<file path="src/sv/ksc_pkg.sv">
`timescale 1ns / 1ps
// Shared types, register indexes and reset constants for the knob setpoint controller.
// No dependencies; used by ksc_step and knob_setpoint_controller.
package ksc_pkg;

    localparam int COUNT_WIDTH_DEF = 16;
    localparam int NOW_W           = 32;
    localparam int CNT_IN_W        = 16;
    localparam int VAL_W           = 13;
    localparam int SUM_W           = VAL_W + 2;
    localparam int STEP_W          = 10;
    localparam int PPD_W           = 7;
    localparam int LONG_W          = 16;
    localparam int DEB_W           = 8;
    localparam int CFG_IDX_W       = 3;
    localparam int CFG_DATA_W      = 16;
    localparam int S_TDATA_W       = 56;
    localparam int M_TDATA_W       = 40;

    localparam logic [VAL_W-1:0] CURR_STEP_MA = 13'd100;
    localparam logic [VAL_W-1:0] VOLT_RESET   = 13'd100;
    localparam logic [VAL_W-1:0] CURR_RESET   = 13'd0;

    localparam logic [1:0] DIR_NONE = 2'b00;
    localparam logic [1:0] DIR_UP   = 2'b01;
    localparam logic [1:0] DIR_DOWN = 2'b11;

    typedef enum logic [1:0] {
        PH_IDLE   = 2'd0,
        PH_TIMING = 2'd1,
        PH_WAIT   = 2'd2
    } phase_t;

    typedef enum logic [1:0] {
        EV_NONE  = 2'd0,
        EV_SHORT = 2'd1,
        EV_LONG  = 2'd2
    } event_t;

    typedef enum logic [CFG_IDX_W-1:0] {
        REG_DEBOUNCE    = 3'd0,
        REG_LONG_PRESS  = 3'd1,
        REG_PPD         = 3'd2,
        REG_VOLT_MIN    = 3'd3,
        REG_VOLT_MAX    = 3'd4,
        REG_CURR_MAX    = 3'd5,
        REG_VOLT_FINE   = 3'd6,
        REG_VOLT_COARSE = 3'd7
    } reg_index_t;

    typedef struct packed {
        logic [DEB_W-1:0]  debounce_ms;
        logic [LONG_W-1:0] long_press_ms;
        logic [PPD_W-1:0]  pulses_per_detent;
        logic [VAL_W-1:0]  volt_min;
        logic [VAL_W-1:0]  volt_max;
        logic [VAL_W-1:0]  curr_max;
        logic [STEP_W-1:0] volt_fine_step;
        logic [STEP_W-1:0] volt_coarse_step;
    } cfg_t;

    localparam cfg_t CFG_RESET = '{
        debounce_ms:       8'd20,
        long_press_ms:     16'd500,
        pulses_per_detent: 7'd4,
        volt_min:          13'd100,
        volt_max:          13'd4400,
        curr_max:          13'd3500,
        volt_fine_step:    10'd10,
        volt_coarse_step:  10'd100
    };

    typedef struct packed {
        phase_t           phase;
        logic [NOW_W-1:0] press_start;
        logic             adjust_current;
        logic             coarse_step;
        logic [VAL_W-1:0] volt_value;
        logic [VAL_W-1:0] curr_value;
    } ctl_state_t;

    // Packed from the top: lowest member lands in the lowest bits.
    typedef struct packed {
        logic             setpoint_changed;
        logic             coarse_mode;
        logic             current_mode;
        logic [VAL_W-1:0] curr_setpoint;
        logic [VAL_W-1:0] volt_setpoint;
        logic [1:0]       direction;
        event_t           button_event;
    } result_t;

endpackage

</file>
<file path="src/sv/ksc_step.sv">
`timescale 1ns / 1ps
// Single-scan logic: press machine, detent extraction and clamped setpoint update.
// Depends on ksc_pkg.
module ksc_step #(
    parameter int COUNT_WIDTH = ksc_pkg::COUNT_WIDTH_DEF
) (
    input  ksc_pkg::cfg_t                    cfg,
    input  ksc_pkg::ctl_state_t              st,
    input  logic [COUNT_WIDTH-1:0]           last_count,
    input  logic [ksc_pkg::NOW_W-1:0]        now_ms,
    input  logic                             button_level,
    input  logic [ksc_pkg::CNT_IN_W-1:0]     encoder_count,
    output ksc_pkg::ctl_state_t              st_next,
    output logic [COUNT_WIDTH-1:0]           last_count_next,
    output ksc_pkg::result_t                 res
);

    logic [ksc_pkg::NOW_W-1:0]       held;
    ksc_pkg::event_t                 ev;
    ksc_pkg::ctl_state_t             btn;
    logic [COUNT_WIDTH-1:0]          cnt;
    logic [COUNT_WIDTH-1:0]          diff;
    logic [COUNT_WIDTH-1:0]          neg_diff;
    logic [COUNT_WIDTH-1:0]          ppd_w;
    logic [ksc_pkg::PPD_W-1:0]       ppd;
    logic                            up;
    logic                            down;
    logic [ksc_pkg::STEP_W-1:0]      vstep;
    logic signed [ksc_pkg::SUM_W-1:0] volt_s;
    logic signed [ksc_pkg::SUM_W-1:0] vstep_s;
    logic signed [ksc_pkg::SUM_W-1:0] vmin_s;
    logic signed [ksc_pkg::SUM_W-1:0] vmax_s;
    logic signed [ksc_pkg::SUM_W-1:0] v_sum;
    logic signed [ksc_pkg::SUM_W-1:0] v_lo;
    logic signed [ksc_pkg::SUM_W-1:0] v_cl;
    logic signed [ksc_pkg::SUM_W-1:0] curr_s;
    logic signed [ksc_pkg::SUM_W-1:0] cstep_s;
    logic signed [ksc_pkg::SUM_W-1:0] cmax_s;
    logic signed [ksc_pkg::SUM_W-1:0] c_sum;
    logic signed [ksc_pkg::SUM_W-1:0] c_lo;
    logic signed [ksc_pkg::SUM_W-1:0] c_cl;

    assign held = now_ms - st.press_start;

    always_comb
    begin
        btn = st;
        ev  = ksc_pkg::EV_NONE;
        unique case (st.phase)
            ksc_pkg::PH_TIMING:
            begin
                if (button_level)
                begin
                    if (held > {24'd0, cfg.debounce_ms} && held < {16'd0, cfg.long_press_ms})
                    begin
                        btn.adjust_current = ~st.adjust_current;
                        ev = ksc_pkg::EV_SHORT;
                    end
                    btn.phase = ksc_pkg::PH_IDLE;
                end
                else if (held >= {16'd0, cfg.long_press_ms})
                begin
                    btn.coarse_step = ~st.coarse_step;
                    ev = ksc_pkg::EV_LONG;
                    btn.phase = ksc_pkg::PH_WAIT;
                end
            end
            ksc_pkg::PH_WAIT:
            begin
                if (button_level)
                begin
                    btn.phase = ksc_pkg::PH_IDLE;
                end
            end
            default:
            begin
                if (!button_level)
                begin
                    btn.press_start = now_ms;
                    btn.phase = ksc_pkg::PH_TIMING;
                end
            end
        endcase
    end

    assign cnt      = COUNT_WIDTH'(encoder_count);
    assign diff     = cnt - last_count;
    assign neg_diff = -diff;
    assign ppd      = (cfg.pulses_per_detent == '0) ? ksc_pkg::PPD_W'(1) : cfg.pulses_per_detent;
    assign ppd_w    = COUNT_WIDTH'(ppd);
    assign up       = !diff[COUNT_WIDTH-1] && (diff >= ppd_w);
    assign down     = diff[COUNT_WIDTH-1] && (neg_diff >= ppd_w);

    assign last_count_next = up ? last_count + ppd_w : (down ? last_count - ppd_w : last_count);

    assign vstep   = btn.coarse_step ? cfg.volt_coarse_step : cfg.volt_fine_step;
    assign volt_s  = $signed({2'b00, btn.volt_value});
    assign vstep_s = $signed({5'd0, vstep});
    assign vmin_s  = $signed({2'b00, cfg.volt_min});
    assign vmax_s  = $signed({2'b00, cfg.volt_max});
    assign v_sum   = down ? volt_s - vstep_s : volt_s + vstep_s;
    assign v_lo    = (v_sum < vmin_s) ? vmin_s : v_sum;
    assign v_cl    = (v_lo > vmax_s) ? vmax_s : v_lo;

    assign curr_s  = $signed({2'b00, btn.curr_value});
    assign cstep_s = $signed({2'b00, ksc_pkg::CURR_STEP_MA});
    assign cmax_s  = $signed({2'b00, cfg.curr_max});
    assign c_sum   = down ? curr_s - cstep_s : curr_s + cstep_s;
    assign c_lo    = c_sum[ksc_pkg::SUM_W-1] ? '0 : c_sum;
    assign c_cl    = (c_lo > cmax_s) ? cmax_s : c_lo;

    always_comb
    begin
        st_next = btn;
        if ((up || down) && btn.adjust_current)
        begin
            st_next.curr_value = c_cl[ksc_pkg::VAL_W-1:0];
        end
        else if (up || down)
        begin
            st_next.volt_value = v_cl[ksc_pkg::VAL_W-1:0];
        end
    end

    always_comb
    begin
        res.button_event     = ev;
        res.direction        = up ? ksc_pkg::DIR_UP : (down ? ksc_pkg::DIR_DOWN : ksc_pkg::DIR_NONE);
        res.volt_setpoint    = st_next.volt_value;
        res.curr_setpoint    = st_next.curr_value;
        res.current_mode     = st_next.adjust_current;
        res.coarse_mode      = st_next.coarse_step;
        res.setpoint_changed = up || down;
    end

endmodule

</file>
<file path="src/sv/knob_setpoint_controller.sv">
`timescale 1ns / 1ps
// Knob setpoint controller top level: input register, scan logic, result register.
// Input register holds a scan; its result is registered once the output can accept it.
// Throughput: one scan per cycle unless the output stalls; ksc_step is combinational.
// Reset: asynchronous, clears press state, counter history, modes and restores
// setpoints (1.00 V, 0 A) and all configuration registers to their defaults.
// Depends on ksc_pkg and ksc_step.
module knob_setpoint_controller #(
    parameter int COUNT_WIDTH = ksc_pkg::COUNT_WIDTH_DEF
) (
    input  logic                            clk,
    input  logic                            rst_n,
    input  logic                            s_axis_tvalid,
    output logic                            s_axis_tready,
    // now_ms[31:0], button_level[32], encoder_count[48:33], zero fill
    input  logic [ksc_pkg::S_TDATA_W-1:0]   s_axis_tdata,
    output logic                            m_axis_tvalid,
    input  logic                            m_axis_tready,
    // button_event[1:0], direction[3:2], volt_setpoint[16:4], curr_setpoint[29:17],
    // current_mode[30], coarse_mode[31], setpoint_changed[32], zero fill
    output logic [ksc_pkg::M_TDATA_W-1:0]   m_axis_tdata,
    input  logic                            cfg_valid,
    output logic                            cfg_ready,
    input  logic [ksc_pkg::CFG_IDX_W-1:0]   cfg_index,
    input  logic [ksc_pkg::CFG_DATA_W-1:0]  cfg_data
);

    logic                              in_valid_reg;
    logic [ksc_pkg::NOW_W-1:0]         now_reg;
    logic                              level_reg;
    logic [ksc_pkg::CNT_IN_W-1:0]      count_reg;
    logic                              out_valid_reg;
    ksc_pkg::result_t                  out_reg;
    ksc_pkg::cfg_t                     cfg_reg;
    ksc_pkg::cfg_t                     cfg_next;
    ksc_pkg::ctl_state_t               st_reg;
    ksc_pkg::ctl_state_t               st_next;
    logic [COUNT_WIDTH-1:0]            last_count_reg;
    logic [COUNT_WIDTH-1:0]            last_count_next;
    ksc_pkg::result_t                  res_next;
    logic                              out_ready;
    logic                              adv;

    assign out_ready     = !out_valid_reg || m_axis_tready;
    assign adv           = in_valid_reg && out_ready;
    assign s_axis_tready = !in_valid_reg || out_ready;
    assign m_axis_tvalid = out_valid_reg;
    assign m_axis_tdata  = {7'd0, out_reg};
    assign cfg_ready     = 1'b1;

    ksc_step #(
        .COUNT_WIDTH(COUNT_WIDTH)
    ) u_step (
        .cfg             (cfg_reg),
        .st              (st_reg),
        .last_count      (last_count_reg),
        .now_ms          (now_reg),
        .button_level    (level_reg),
        .encoder_count   (count_reg),
        .st_next         (st_next),
        .last_count_next (last_count_next),
        .res             (res_next)
    );

    always_comb
    begin
        cfg_next = cfg_reg;
        if (cfg_valid)
        begin
            unique case (ksc_pkg::reg_index_t'(cfg_index))
                ksc_pkg::REG_DEBOUNCE:    cfg_next.debounce_ms       = cfg_data[ksc_pkg::DEB_W-1:0];
                ksc_pkg::REG_LONG_PRESS:  cfg_next.long_press_ms     = cfg_data[ksc_pkg::LONG_W-1:0];
                ksc_pkg::REG_PPD:         cfg_next.pulses_per_detent = cfg_data[ksc_pkg::PPD_W-1:0];
                ksc_pkg::REG_VOLT_MIN:    cfg_next.volt_min          = cfg_data[ksc_pkg::VAL_W-1:0];
                ksc_pkg::REG_VOLT_MAX:    cfg_next.volt_max          = cfg_data[ksc_pkg::VAL_W-1:0];
                ksc_pkg::REG_CURR_MAX:    cfg_next.curr_max          = cfg_data[ksc_pkg::VAL_W-1:0];
                ksc_pkg::REG_VOLT_FINE:   cfg_next.volt_fine_step    = cfg_data[ksc_pkg::STEP_W-1:0];
                ksc_pkg::REG_VOLT_COARSE: cfg_next.volt_coarse_step  = cfg_data[ksc_pkg::STEP_W-1:0];
                default:                  cfg_next = cfg_reg;
            endcase
        end
    end

    always_ff @(posedge clk or negedge rst_n)
    begin
        if (!rst_n)
        begin
            cfg_reg                    <= ksc_pkg::CFG_RESET;
            in_valid_reg               <= 1'b0;
            out_valid_reg              <= 1'b0;
            st_reg.phase               <= ksc_pkg::PH_IDLE;
            st_reg.press_start         <= '0;
            st_reg.adjust_current      <= 1'b0;
            st_reg.coarse_step         <= 1'b0;
            st_reg.volt_value          <= ksc_pkg::VOLT_RESET;
            st_reg.curr_value          <= ksc_pkg::CURR_RESET;
            last_count_reg             <= '0;
        end
        else
        begin
            cfg_reg <= cfg_next;
            if (s_axis_tready)
            begin
                in_valid_reg <= s_axis_tvalid;
            end
            if (out_ready)
            begin
                out_valid_reg <= in_valid_reg;
            end
            if (adv)
            begin
                st_reg         <= st_next;
                last_count_reg <= last_count_next;
            end
        end
    end

    always_ff @(posedge clk)
    begin
        if (s_axis_tready && s_axis_tvalid)
        begin
            now_reg   <= s_axis_tdata[ksc_pkg::NOW_W-1:0];
            level_reg <= s_axis_tdata[ksc_pkg::NOW_W];
            count_reg <= s_axis_tdata[ksc_pkg::NOW_W+ksc_pkg::CNT_IN_W:ksc_pkg::NOW_W+1];
        end
        if (adv)
        begin
            out_reg <= res_next;
        end
    end

    a_no_detent_hold: assert property (@(posedge clk) disable iff (!rst_n)
        (adv && res_next.direction == ksc_pkg::DIR_NONE)
        |=> ($stable(st_reg.volt_value) && $stable(st_reg.curr_value)))
        else $error("setpoint moved without a detent");

    a_event_from_timing: assert property (@(posedge clk) disable iff (!rst_n)
        (adv && res_next.button_event != ksc_pkg::EV_NONE) |-> (st_reg.phase == ksc_pkg::PH_TIMING))
        else $error("button event outside press timing");

    a_volt_clamped: assert property (@(posedge clk) disable iff (!rst_n)
        (adv && res_next.setpoint_changed && !res_next.current_mode)
        |=> (st_reg.volt_value <= $past(cfg_reg.volt_max)))
        else $error("voltage setpoint above maximum");

    a_curr_clamped: assert property (@(posedge clk) disable iff (!rst_n)
        (adv && res_next.setpoint_changed && res_next.current_mode)
        |=> (st_reg.curr_value <= $past(cfg_reg.curr_max)))
        else $error("current setpoint above maximum");

endmodule
</file>
<file path="config.mk">
export PLATFORM = sky130hd
export DESIGN_NAME = knob_setpoint_controller
export DESIGN_NICKNAME = d
export VERILOG_FILES = /design/src/sv/ksc_pkg.sv /design/src/sv/ksc_step.sv /design/src/sv/knob_setpoint_controller.sv
export SDC_FILE = /design/constraint.sdc
export NUM_CORES = 1
export LEC_CHECK = 0
export ABC_AREA = 1
export BUFFER_PORTS_ARGS = -buffer_cell sky130_fd_sc_hd__buf_2
export CAP_MARGIN = 30
export CORE_MARGIN = 5
export CORE_UTILIZATION = 55
export CTS_CLUSTER_SIZE = 40
export DETAILED_ROUTE_END_ITERATION = 10
export PLACE_DENSITY = 0.73
export SLEW_MARGIN = 20
export SYNTH_ARGS = -nofsm -noshare
export SYNTH_HDL_FRONTEND = slang
export SYNTH_HIERARCHICAL = 1
export SYNTH_SLANG_ARGS = --single-unit
</file>
<file path="constraint.sdc">
create_clock -name clk -period 10.4 [get_ports clk]
set_clock_uncertainty 0.2 [all_clocks]
set_input_delay 0.52 -clock clk [delete_from_list [all_inputs] [get_ports clk]]
set_output_delay 0.52 -clock clk [all_outputs]
set_load 0.01 [all_outputs]
</file>
==> impl_metrics.csv <==
group,metric,value,unit
outcome,status,"complete, no violations",
clocking,cts_root_buf,"clkbuf_16",
worst_setup_path,arrival,10040,ps
routing,drc,0,
routing,drt-initial-drc-count,1394,
clocking,cts-htree-levels,1,
die,num_io_pins,123,
worst_setup_path,slowest_stage,"ha_1",
sta,setup-tns-final,0,ps
grt,grt_max_degree,81,
grt,grt_pass1_wl,85.10,mm
grt,grt_usage,26.32,%
sta,hold_viol_final,0,
routing,vias_per_cell,5.462,
worst_setup_path,crit_path_end_kind,"register",
sta,post-route-period-util,93.70,%
final_layout,layout.nets,3060,
yosys,synthTopCellsByArea,"dfrtp_1, nand2_1, edfxtp_1",
clocking,path_clk_slew,60,ps
yosys,synthArstFlopShare,67.46,%
die,start_util,55.97,%
die,placementRows,68,
sta,drv_slew,0,
grt,globalRoute.totalOverflow,0,
final_layout,largest_reg_flops,90,
routing,dr.pass1.iters,6,
yosys,synth-seq-cells,252,
placed_design,port_buffers,107,
die,die_h,198.0,µm
clocking,cts.sink_count,252,
sta,timing.fmax,0.1026,GHz
sta,worstMarginPinSlew,985.9,ps
clocking,cts_tree,"done",
clocking,clock_path_buffers,3,
worst_hold_path,worstHoldPathType,"input port to register",
worst_setup_path,crit_path_start_kind,"register",
die,dieArea,0.03918,mm²
die,core-area,0.03471,mm²
yosys,synth_area,0.01943,mm²
yosys,synth_edf_count,82,
worst_setup_path,critical_path.max_stage_delay,430,ps
routing,ant_nets,0,
worst_setup_path,required,10700,ps
routing,wl_per_cell,16.09,µm
worst_setup_path,cp_common_cell,"nand2_1",
yosys,synth_top_area_share,17.90,%
grt,grt_pass1_vias,17120,
routing,drt-total-wl,52.95,mm
yosys,synthCells,2712,
clocking,cts_made_buffers,29,
yosys,syn_area_per_cell,7.164,µm²
yosys,ys.warnings.count,6,
final_layout,layout-drive-gt1-share,11.74,%
clocking,clock_latency,570,ps
placed_design,hpwlAfterDp,39.18,mm
worst_setup_path,cp_max_fo,13,
sta,setup-violations-final,0,
final_layout,area_growth_syn_to_layout,12.16,%
worst_setup_path,crit_type,"register to register",
yosys,synthDistinctLibCells,64,
routing,via_count,17980,
sta,slew-limit-headroom,34.27,%
die,die_w,198.0,µm
final_layout,diodes,0,
yosys,synth_ff_type,"dfrtp_1",
yosys,yosysSeqAreaShare,34.77,%
yosys,yosysTopAreaCell,"dfrtp_1",
placed_design,place.gp.congestion,0.9650,
grt,antenna_found_initial,0,
run,maxCapViolations,0,
sta,post-route-min-period,9745,ps
## through the flow
step	instances	hold WS, ps	util, %	instance area [µm²]	setup WS [ps]
finish	3291	82.35	62.77	21790	655.4
CTS	3286	57.96	62.06	21540	29.73
global placement	3177	250.4	57.65	20010	174.2
detailed placement	3178	254.6	57.71	20030	13.89
floorplan	2718	24.41	-	19450	1195
global route	3291	73.41	62.77	21790	-38.68
## metal layers
layer	GRT usage (%)	vias up	share of wire [%]
met4	7.014	0	2.7
met2	43.64	528	47
met3	2.910	93	5.9
li1	-	8871	-
met1	36.94	8483	44
met5	0	-	0
## cells in the mapped netlist (4+ instances only)
library cell and number:
nand3b_1 9, a21oi_1 129, nand2_2 18, nand4_1 43, nor2_1 158, ha_1 161, o21bai_1 12, o22ai_1 4
o21ai_0 55, o221ai_1 5, nand3_2 19, o21ai_1 7, fa_1 6, edfxtp_1 82, a21o_1 10, xnor2_1 9
clkbuf_1 37, clkbuf_2 6, nor3_1 19, a211oi_1 6, dfrtp_1 139, o31ai_1 4, inv_2 14, xor2_1 60
buf_4 43, nand2_1 892, o211ai_1 5, dfstp_2 31, nor2_2 9, inv_1 367, buf_2 29, nor4_1 5
a21boi_0 6, nand3_1 270
## placed cells by master, fill, tap and decap left out, drive strengths merged, types with 8 or more instances in the layout
cell         netlist  routed
a21o              10      10
a21oi            130     130
buf               78     131
clkbuf            43      40
conb               2       8
dfrtp            139     139
dfstp             31      31
dlygate4sd3        0      54
edfxtp            82      82
ha               161     161
inv              383     384
nand2            912     912
nand3            289     289
nand3b             9       9
nand4             44      44
nor2             171     171
nor3              20      20
o21ai             62      62
o21bai            13      13
xnor2             10      10
xor2              60      60
## final timing paths
kind                               start           end  slack (ps)  cells after the start
hold reg to reg               cfg_reg[5]    cfg_reg[5]         260                      2
hold / removal             m_axis_tready  in_valid_reg          80                      4
max in group asynchronous          rst_n   cfg_reg[17]        7920                      5
setup reg to reg              st_reg[30]    st_reg[17]         660                     60
min in group asynchronous          rst_n     st_reg[7]         250                      2
setup / recovery              st_reg[30]    st_reg[17]         660                     60
## cell families (layout without fill, tap and decap cells)
logic type / Yosys count / after routing / share of synthesized area, %
DFF: 252 / 252 / 34.77
muxes: 1 / 1 / 0.05796
adders and majority gates: 167 / 167 / 10.99
other: 2 / 8 / 0.03865
buffers and inverters: 505 / 623 / 11.01
xor gates and xnor gates: 70 / 70 / 3.194
and+or+nand+nor: 1456 / 1456 / 32.24
AOI/OAI and AO/OA: 259 / 259 / 7.702
## final cells by class
type / count / area (µm²)
clock inverter: 14 / 156.4
multi-input combinational: 1961 / 10750
sequential: 252 / 6756
timing repair buffer: 185 / 1303
inverter: 384 / 1446
clock buffer: 40 / 807.0
tap: 455 / 569.3
fill: 3125 / 12920
## worst max-delay path, delay by kind of cell, from the launching register on
family	cells	cell delay [ps]
XOR/XNOR	2	390
buffers and inverters	7	790
AO/OA/AOI/OAI	16	2520
adder cells (fa/ha/maj)	6	1880
flip-flops	1	380
AND/OR/NAND/NOR	29	3480
## what timing repair did
item / CTS / global route
buffers inserted: 0 / 4
endpoints found under the hold margin: 91 / 0
hold buffers: 54 / 0
pin swaps: 0 / 10
setup endpoints to repair: 4 / 26
resized for setup: 2 / 51
Power is left out: the tool's default activity adds up to more than one toggle a clock period on the data nets, which glitch-free logic cannot reach.
